[config.mk]
export PLATFORM = sky130hd
export DESIGN_NAME = nearest_id_pick_window
export DESIGN_NICKNAME = d
export VERILOG_FILES = /design/src/rtl/nipw_pkg.sv /design/src/rtl/nipw_scan.sv /design/src/rtl/nearest_id_pick_window.sv
export SDC_FILE = /design/constraint.sdc
export NUM_CORES = 1
export LEC_CHECK = 0
export ABC_CLOCK_PERIOD_IN_PS = 21500
export BUFFER_PORTS_ARGS = -buffer_cell sky130_fd_sc_hd__buf_2
export CAP_MARGIN = 20
export CORE_MARGIN = 8
export CORE_UTILIZATION = 50
export CTS_BUF_LIST = sky130_fd_sc_hd__clkbuf_4 sky130_fd_sc_hd__clkbuf_8
export CTS_CLUSTER_SIZE = 16
export DETAILED_ROUTE_END_ITERATION = 6
export GPL_ROUTABILITY_DRIVEN = 0
export PLACE_DENSITY = 0.77
export SKIP_LAST_GASP = 1
export SLEW_MARGIN = 25
export SYNTH_ARGS = -nofsm -noshare
export SYNTH_HDL_FRONTEND = slang
export SYNTH_SLANG_ARGS = --single-unit
[constraint.sdc]
create_clock -name clk -period 21.5 [get_ports clk]
set_input_delay 2.15 -clock clk [delete_from_list [all_inputs] [get_ports clk]]
set_output_delay 2.15 -clock clk [all_outputs]
set_load 0.01 [all_outputs]
[src/rtl/nipw_pkg.sv]
`timescale 1ns / 1ps
package nipw_pkg;

  localparam int PICK_RADIUS = 10;
  localparam int SIDE        = 2 * PICK_RADIUS;
  localparam int POS_W       = $clog2(SIDE);
  localparam int ID_W        = 24;
  localparam int LIMIT_W     = 25;
  localparam int DIST_W      = 8;
  localparam int MAX_DIST    = 2 * PICK_RADIUS * PICK_RADIUS;

  localparam logic [DIST_W-1:0] NO_DIST = '1;

  typedef struct packed {
    logic              found;
    logic [ID_W-1:0]   id;
    logic [DIST_W-1:0] sq_dist;
  } nipw_hit_t;

  // square of (pos - PICK_RADIUS)
  function automatic logic [DIST_W-1:0] sq_offset(input logic [POS_W-1:0] pos);
    logic [POS_W-1:0]  mag;
    logic [DIST_W-1:0] m;
    if (pos >= POS_W'(PICK_RADIUS)) begin
      mag = pos - POS_W'(PICK_RADIUS);
    end else begin
      mag = POS_W'(PICK_RADIUS) - pos;
    end
    m = DIST_W'(mag);
    return m * m;
  endfunction

endpackage

[src/rtl/nipw_scan.sv]
`timescale 1ns / 1ps
module nipw_scan (
  input  logic                       clk,
  input  logic                       rst_n,
  input  logic                       pix_en,
  input  logic [nipw_pkg::ID_W-1:0]  pix_id,
  input  logic                       pix_last,
  input  logic [nipw_pkg::LIMIT_W-1:0] id_limit,
  output nipw_pkg::nipw_hit_t        hit
);
  import nipw_pkg::*;

  logic [POS_W-1:0]  row_r, row_nxt;
  logic [POS_W-1:0]  col_r, col_nxt;
  logic [ID_W-1:0]   best_id_r;
  logic [DIST_W-1:0] best_dist_r;
  logic              have_r;
  logic [DIST_W:0]   pix_dist;
  logic              take;

  assign pix_dist = {1'b0, sq_offset(row_r)} + {1'b0, sq_offset(col_r)};
  assign take = ({1'b0, pix_id} < id_limit) && (pix_dist < {1'b0, best_dist_r});

  // result including the current pixel
  always_comb begin
    hit.found   = have_r | take;
    hit.id      = take ? pix_id : best_id_r;
    hit.sq_dist = take ? pix_dist[DIST_W-1:0] : best_dist_r;
  end

  always_comb begin
    col_nxt = col_r + POS_W'(1);
    row_nxt = row_r;
    if (col_r == POS_W'(SIDE - 1)) begin
      col_nxt = '0;
      row_nxt = (row_r == POS_W'(SIDE - 1)) ? '0 : row_r + POS_W'(1);
    end
  end

  always_ff @(posedge clk) begin
    if (!rst_n) begin
      row_r       <= '0;
      col_r       <= '0;
      best_id_r   <= '0;
      best_dist_r <= NO_DIST;
      have_r      <= 1'b0;
    end else if (pix_en) begin
      if (pix_last) begin
        row_r       <= '0;
        col_r       <= '0;
        best_id_r   <= '0;
        best_dist_r <= NO_DIST;
        have_r      <= 1'b0;
      end else begin
        row_r       <= row_nxt;
        col_r       <= col_nxt;
        best_id_r   <= hit.id;
        best_dist_r <= hit.sq_dist;
        have_r      <= hit.found;
      end
    end
  end

endmodule

[src/rtl/nearest_id_pick_window.sv]
`timescale 1ns / 1ps
// Nearest-ID pick over a square window of 2R x 2R pixels (R = PICK_RADIUS).
// in_*  : one pixel per beat, raster order; tdata = red, green, blue bytes
//         (red lowest), tlast marks the final pixel of the window.
// out_* : one beat per window, sent for the tlast pixel; tdata = hit_id,
//         hit_distance; tuser = hit_found.
// cfg_* : id_limit; decoded IDs at or above it are ignored. Write only while
//         the block is idle.
// Throughput: one pixel per cycle unless a tlast pixel meets an untaken
// result; the compare-and-keep against the best hit is combinational between
// the input register and the result register, which a tlast beat passes in turn.
// Pixel position is counted internally and wraps after 2R*2R pixels; tlast
// restarts the scan at the first row and column.
// Stall: a waiting result holds; pixels without tlast keep flowing, and the
// input stalls only when a second tlast pixel meets an untaken result.
// Reset (rst_n low, synchronous): scan state and id_limit clear, so no ID is
// valid until id_limit is written.
module nearest_id_pick_window (
  input  logic        clk,
  input  logic        rst_n,
  input  logic        in_tvalid,
  output logic        in_tready,
  input  logic [23:0] in_tdata,   // red_byte, green_byte, blue_byte
  input  logic        in_tlast,   // window_end
  output logic        out_tvalid,
  input  logic        out_tready,
  output logic [31:0] out_tdata,  // hit_id[23:0], hit_distance[31:24]
  output logic        out_tuser,  // hit_found
  input  logic        cfg_wr_en,
  input  logic [nipw_pkg::LIMIT_W-1:0] cfg_wr_data
);
  import nipw_pkg::*;

  logic [LIMIT_W-1:0] id_limit_r;
  logic               s1_valid_r;
  logic [ID_W-1:0]    s1_id_r;
  logic               s1_last_r;
  logic               out_valid_r;
  nipw_hit_t          out_hit_r;
  nipw_hit_t          hit;
  logic               out_free;
  logic               s1_go;

  assign out_free  = !out_valid_r || out_tready;
  assign s1_go     = s1_valid_r && (!s1_last_r || out_free);
  assign in_tready = !s1_valid_r || s1_go;

  always_ff @(posedge clk) begin
    if (!rst_n) begin
      id_limit_r <= '0;
    end else if (cfg_wr_en) begin
      id_limit_r <= cfg_wr_data;
    end
  end

  always_ff @(posedge clk) begin
    if (!rst_n) begin
      s1_valid_r <= 1'b0;
    end else if (in_tready) begin
      s1_valid_r <= in_tvalid;
    end
  end

  always_ff @(posedge clk) begin
    if (in_tready) begin
      s1_id_r   <= in_tdata;
      s1_last_r <= in_tlast;
    end
  end

  nipw_scan u_scan (
    .clk      (clk),
    .rst_n    (rst_n),
    .pix_en   (s1_go),
    .pix_id   (s1_id_r),
    .pix_last (s1_last_r),
    .id_limit (id_limit_r),
    .hit      (hit)
  );

  always_ff @(posedge clk) begin
    if (!rst_n) begin
      out_valid_r <= 1'b0;
    end else if (s1_go && s1_last_r) begin
      out_valid_r <= 1'b1;
    end else if (out_tready) begin
      out_valid_r <= 1'b0;
    end
  end

  always_ff @(posedge clk) begin
    if (s1_go && s1_last_r) begin
      out_hit_r <= hit;
    end
  end

  assign out_tvalid = out_valid_r;
  assign out_tdata  = {out_hit_r.sq_dist, out_hit_r.id};
  assign out_tuser  = out_hit_r.found;

`ifndef SYNTHESIS
  a_stall_cause: assert property (@(posedge clk) disable iff (!rst_n)
    !in_tready |-> (s1_valid_r && s1_last_r && out_valid_r && !out_tready))
    else $error("input stalled without a blocked result");

  a_result_loads: assert property (@(posedge clk) disable iff (!rst_n)
    (s1_go && s1_last_r) |=> out_valid_r)
    else $error("window end processed but no result raised");

  a_no_hit_fields: assert property (@(posedge clk) disable iff (!rst_n)
    (out_valid_r && !out_tuser) |-> (out_tdata == {NO_DIST, {ID_W{1'b0}}}))
    else $error("empty result carries stale fields");

  a_hit_dist_range: assert property (@(posedge clk) disable iff (!rst_n)
    (out_valid_r && out_tuser) |-> (out_tdata[31:24] <= DIST_W'(MAX_DIST)))
    else $error("hit distance out of range");
`endif

endmodule

* Word level (Yosys, flattened, before mapping)
Cells that the tools add are included.
Operators by class: $add $sub $neg 7, $mul 2, $lt $le $gt $ge 4, eq/ne operators 2, muxes and demuxes 14, bitwise gates (word level) 1, reductions and logical operators 12
Operators by type and width (number):
- 2-to-1 mux 24 bit | 2
- 2-to-1 mux 5 bit | 7
- < comparator 24 x 25 -> 1 bit | 1
- multiplier 5 x 5 -> 8 bit | 2
- 2-to-1 mux 8 bit | 2
- adder 5 x 1 -> 5 bit (second input constant) | 2
- == test 5 bit (second input constant) | 2
- >= comparator 5 x 4 -> 1 bit (second input constant) | 2
- subtractor 4 x 5 -> 5 bit (first input constant) | 2
- subtractor 5 x 4 -> 5 bit (second input constant) | 2
- adder 8 x 8 -> 9 bit | 1
- < comparator 9 x 8 -> 1 bit | 1
- nonzero test 2 bit | 2
- logical AND 1 bit | 3
- logical NOT 1 bit | 3
- logical OR 1 bit | 3
- 2-to-1 mux 1 bit | 3
- AND reduction 2 bit | 1
- bitwise OR 1 bit | 1
Storage, ports and cells: register bits 128, input bits 55, output and inout bits 35, logic and storage cells 55

* Depth between registers and ports, before layout
Gate-level depths: netlist of the first run.
depth in word-level cells 8, mapped depth 31, gate-level depth less buffers 29

* Hierarchy
Synthesis of the first run repeated with hierarchy kept, for this count alone.
Second synthesis, totals: cell total of the unflattened synthesis 672, area total of the unflattened synthesis 7056.8 um2
By module, submodules not included:
- nipw_scan | times used 1, cells an instance 523, area each 4252.8 um2, sequential area each 860.8 um2
- nearest_id_pick_window | times used 1, cells an instance 149, area each 2803.9 um2, sequential area each 2282.2 um2

* Worst setup path after synthesis of the first run
No wires, ideal clock.
path kind reg2reg, start point reg u_scan.row_r[0], end point reg out_hit_r (netlist bit out_tdata[0]), data pin, library setup time 260 ps, arrival 7023 ps, data required time 21240 ps, path slack 14217 ps, stages on the path, launching flop included 29, path buffers 2, clock period less this slack 7283 ps, cell sequence dfxtp_1 clkbuf_1 inv_1 ha_1 a311oi_2 a21boi_0 nand2_1 inv_1 fa_1 inv_1 fa_1 inv_1 ha_1 a21o_1 ha_1 or3_1 o21ai_0 a21oi_1 xnor3_1 ha_1 or4b_2 o2111ai_1 ha_1 a21oi_1 o211a_1 o2111ai_2 nor3_2 buf_2 mux2_2
RTL lines:
- from (decl) | RTL line nipw_scan.sv:13 | logic [POS_W-1:0] row_r, row_nxt;
- from (signal assigned) | RTL line nipw_scan.sv:55 | row_r <= row_nxt;
- to (signal assigned) | RTL line nearest_id_pick_window.sv:93 | out_hit_r <= hit;
- to (decl) | RTL line nearest_id_pick_window.sv:39 | nipw_hit_t out_hit_r;

==> out/qor.yml, run 1 <==
post-cts-setup-buffers: 0
die_area_mm2: 0.0182
place_area_mm2: 0.00766
final_nets: 872
clk-insertion-delay-late_ns: 0.45
rows: 43
cp-start-kind: "flip-flop"
final_area_mm2: 0.00804
ios: 90
first_pass_iters: 5
grt_pass1_wl_mm: 25.6
ant_nets: 0
core-area_mm2: 0.0138
grtUsageTotal: 0.178
first_iter_violations: 239
fin_setup_tns_ns: 0
fin_crit_ns: 8.28
syn-mean-instance-area_um2: 10.7
leakagePower_uw: 0.00359
syn_nets: 787
overflow: 0
synth_flop_cell: "dfxtp_1"
maxSlewViolCount: 0
mostFrequentLayoutCells: "buf_2 (89), inv_1 (76), dfxtp_1 (70)"
finalWirelength_mm: 15.7
ctsHoldBuffers: 0
syn_inst: 663
grt_pass1_vias: 5269
setup_viol: 0
clk_pin_slew_worst_paths_ns: 0.07
die_height_um: 135
rr_worst_depth: 28
cp.required_ns: 21.70
worstPathArrival_ns: 8.48
async_flop_share: 0
hp-start: "u_scan.best_id_r[1]"
final_cells: 941
hold_path.class: "reg2reg"
min_to: "u_scan.best_id_r[1]"
worstSetupPathType: "reg2reg"
via_per_inst: 5.40
io_buffer_count: 89
critPathMaxFanout: 20
critical_path.endpoint_type: "flip-flop"
fp.dieW_um: 135
cts-root-buf: "clkbuf_8"
multi_input_area_mm2: 0.00352
antenna_found_initial: 0
ys_seq_area_frac: 0.445
fin_hold_ws_ns: 0.463
finClkSkew_ns: 0.0175
fill_cells: 1139
slowest_stage: "or4b_2"
drive_gt1_frac: 0.248
r2r_slack_ns: 13.22
status: "finished, final reports clean"
crit_path_frequent_cell: "ha_1"
grt_max_degree: 35
htree_levels: 4
dp_cells: 909
final_util: 0.582
peakVddDrop_mv: 0.0753
timing.rr.start: "u_scan.row_r[1]"
vias: 5084
rr_endpoint: "out_tdata[0]"
cts-resized-gates: 0
relSlewSlack: 0.345
synth_area_mm2: 0.00706
max_stage_delay_ns: 0.66
dpl.hpwl_mm: 11.6
cap_violations: 0
regArea_mm2: 0.00314
synth.distinct_cells: 59
areaGrowthSynthToFinish_pct: 13.9
cts_buffer_depth: 2
holdPathStages: 2
wl_per_cell_um: 16.7
grt_setup_unrepaired: "no"
finalCritPeriodShare: 0.385
antennaDiodeCount: 0
tightest_slew_ns: 0.981
cts_tree: "yes"
yosys_register_bits: 128
max_freq_mhz: 121
mostFrequentLayoutCell: "buf_2"
powerDensity_mw_per_mm2: 70.8
numCtsBuffers: 17
start_util: 0.511
ys.warnings.count: 0
drc: 0
hold_violations: 0
clock_sinks: 128
synth-edff-count: 58
## metrics by stage
stage | worst slack, ns | total power [uW]
detailed placement | 13.27 | 371
global route | 12.69 | 593
global placement | 13.54 | 367
finish | 13.22 | 569
floorplan | 14.22 | 344
CTS | 13.25 | 573
## sequential cells by signal, summed over array words and instances, names as in the netlist
| signal | flops |
|---|---|
| id_limit_r | 25 |
| out_tdata | 32 |
| out_tuser | 1 |
| out_tvalid | 1 |
| s1_id_r | 24 |
| s1_last_r | 1 |
| s1_valid_r | 1 |
| u_scan.best_dist_r | 8 |
| u_scan.best_id_r | 24 |
| u_scan.col_r | 5 |
| u_scan.have_r | 1 |
| u_scan.row_r | 5 |
## final cells by class
type,instances,area share
Clock inverter,10,0.0142
Tap cell,180,0.0280
Clock buffer,22,0.0338
Sequential cell,128,0.391
Multi-Input combinational cell,431,0.438
Timing Repair Buffer,94,0.0600
Inverter,76,0.0355
## Yosys cell counts, drive strengths merged (6+ instances only)
master	count	area, um^2
a21o	7	52.6
a21oi	21	105
and2	10	62.6
buf	8	52.6
clkbuf	20	76.3
dfxtp	70	1400
edfxtp	58	1740
ha	64	801
inv	76	285
mux2	35	394
mux2i	37	370
nand2	50	188
nand2b	6	37.5
nand4	6	37.5
nor2	40	150
nor2b	35	219
nor3	6	35.0
o21ai	12	60.1
o22ai	24	275
xnor2	10	87.6
xor2	8	70.1
## where the power goes
part	internal (uW)	switching, uW
Combinational	41.9	48.0
Sequential	268	7.55
Clock	109	94.3
## worst max-delay path by stage
stage | startpoint | endpoint | depth (start not counted)
after global routing | u_scan.row_r[1] | out_tdata[12] | 28
after CTS | u_scan.row_r[1] | out_tdata[0] | 28
after floorplan | u_scan.row_r[0] | out_tdata[0] | 28
final | u_scan.row_r[1] | out_tdata[0] | 28
after detailed placement | u_scan.row_r[1] | out_tdata[12] | 28
after global placement | u_scan.row_r[1] | out_tdata[16] | 28
## worst max-delay path, delay by kind of cell, from the launching register on
family	cells	cell delay, ns
flops	1	0.55
compound gates	9	1.65
simple gates	5	1.99
fa+ha+maj	7	2.30
xor+xnor	1	0.34
buf+inv	5	0.83
mux	1	0.38
## layer usage
layer  vias to the layer above  wire length (um)  GRT usage
met5                         -                 0          0
met4                         0               467     0.0917
met3                        43               929     0.0524
met2                       158              7660      0.301
met1                      2407              6640      0.199
li1                       2476                 -          -
## logic make-up (layout without fill, tap and decap cells)
logic type	count (synthesis)	in the layout	synth area share
flip-flops	128	128	0.445
AND/OR/NAND/NOR	173	173	0.123
multiplexers	72	72	0.108
AO/OA/AOI/OAI	97	97	0.108
XOR/XNOR	20	20	0.0287
adder cells (fa/ha/maj)	69	69	0.128
buffers and inverters	104	202	0.0586
Note: power is estimated with default switching activity, not from simulation.
==> run 2: changes to the inputs <==
- ABC_CLOCK_PERIOD_IN_PS: 21500 -> 6820
- PLACE_DENSITY: 0.77 -> 0.8
- clock period: 21.5 -> 6.82 ns (I/O delays scaled with it)
==> run 2 against run 1 <==
Against the previous run:
- final area is 10% higher
- combinational power grew to 4.1 times the previous value
- register-to-register slack worse by 13 ns
- first-iteration DRC count is 69% higher
- routed wire length is 21% higher
- via count is 9.9% higher
- worst setup slack worse by 13 ns
==> out/qor.yml, run 2 (synthesized netlist as in run 1, its figures left out) <==
status: "finished, final reports clean"
drive_gt1_frac: 0.347
final_area_mm2: 0.00887
relSlewSlack: 0.346
vias: 5587
grt_max_degree: 35
grt_pass1_wl_mm: 28.4
largest_reg_flops: 32
mostFrequentLayoutCell: "buf_2"
setup_viol: 0
max_stage_delay_ns: 0.55
die_area_mm2: 0.0182
place_area_mm2: 0.00793
cts_buffer_depth: 2
antenna_found_initial: 0
reg_top3: "out_tdata: 32 flops, id_limit_r: 25 flops"
die_height_um: 135
rows: 43
cts-root-buf: "clkbuf_8"
dpl.hpwl_mm: 11.8
cap_violations: 0
hold_path.class: "in2reg"
worstSetupPathType: "reg2reg"
fin_crit_ns: 6.76
via_per_inst: 5.62
first_pass_iters: 5
ant_nets: 0
mostFrequentLayoutCells: "buf_2 (89), inv_1 (68), dfxtp_1 (66)"
clk-insertion-delay-late_ns: 0.47
numCtsBuffers: 17
clk_pin_slew_worst_paths_ns: 0.08
fp.dieW_um: 135
cts_tree: "yes"
start_util: 0.511
wl_per_cell_um: 19.0
final_nets: 926
max_freq_mhz: 148
worstPathArrival_ns: 7.14
io_buffer_count: 89
crit_path_frequent_cell: "ha_4"
first_iter_violations: 404
peakVddDrop_mv: 0.195
hold_violations: 0
core-area_mm2: 0.0138
finClkSkew_ns: 0.0139
drc: 0
critPathMaxFanout: 10
antennaDiodeCount: 0
final_util: 0.642
cp-start-kind: "flip-flop"
slowest_stage: "or4_4"
areaGrowthSynthToFinish_pct: 25.7
maxSlewViolCount: 0
finalWirelength_mm: 18.9
finalCritPeriodShare: 0.991
leakagePower_uw: 0.00395
grtUsageTotal: 0.198
cp.required_ns: 7.20
grt_setup_unrepaired: "yes"
htree_levels: 4
critical_path.endpoint_type: "flip-flop"
fill_cells: 983
regMostFlops: "out_tdata"
powerDensity_mw_per_mm2: 227
overflow: 0
tightest_slew_ns: 0.978
ios: 90
grt_pass1_vias: 5829
clock_sinks: 128
fin_setup_tns_ns: 0
[run 2: final timing paths]
path,startpoint,endpoint,slack [ns],cells after the start
worst max register to register,u_scan.col_r[1],u_scan.best_id_r[23],0.06,28
worst min register to register,u_scan.best_id_r[1],u_scan.best_id_r[1],0.47,2
worst min-delay path,in_tdata[20],s1_id_r[20],0.38,1
worst max-delay path,u_scan.col_r[1],u_scan.best_id_r[23],0.06,28
[run 2: repair_timing]
item / CTS / global route
endpoints found under the setup margin: 65 / 66
pin swaps: 11 / 19
hold buffers: 0 / 0
cloned: 2 / 1
setup buffers: 13 / 12
resized for setup: 26 / 43
[run 2: power breakdown]
group	internal (uW)	total, uW	switching (uW)
registers	845	869	23.2
logic	182	369	186
clock network	440	773	333
total	1470	2010	543
[run 2: area by class of cell]
class | instances | area [um^2] | area share
multi-input cells | 431 | 3780 | 0.426
flip-flops and latches | 128 | 3150 | 0.355
repair buffers | 148 | 960 | 0.108
inverters | 76 | 293 | 0.0330
clock buffers | 17 | 234 | 0.0264
clock inverters | 15 | 230 | 0.0259
well taps | 180 | 225 | 0.0254
[run 2: routing by layer]
| layer | global-route usage | wire (um) | share of wire |
|---|---|---|---|
| met5 | 0 | 0 | 0 |
| met4 | 0.122 | 684 | 0.036 |
| met3 | 0.0557 | 1160 | 0.061 |
| met2 | 0.339 | 9500 | 0.50 |
| met1 | 0.214 | 7610 | 0.40 |
[run 2: through the flow]
| step | setup WS, ns | instances | power [uW] | hold slack [ns] |
|---|---|---|---|---|
| detailed placement | -0.204 | 937 | 1190 | 0.449 |
| floorplan | 0.00244 | 663 | 1090 | 0.433 |
| CTS | 0.0978 | 984 | 2000 | 0.370 |
| global placement | 0.0587 | 937 | 1170 | 0.439 |
| global route | -0.194 | 995 | 2080 | 0.361 |
| finish | 0.0605 | 995 | 2010 | 0.380 |
[run 2: critical path: cells and delay by family (launching register included)]
family | cells | cell delay, ns
XOR/XNOR | 1 | 0.27
AO/OA/AOI/OAI | 9 | 1.39
buffers and inverters | 5 | 0.58
flip-flops | 1 | 0.42
multiplexers | 1 | 0.18
AND/OR/NAND/NOR | 5 | 1.56
adder cells (fa/ha/maj) | 7 | 2.27
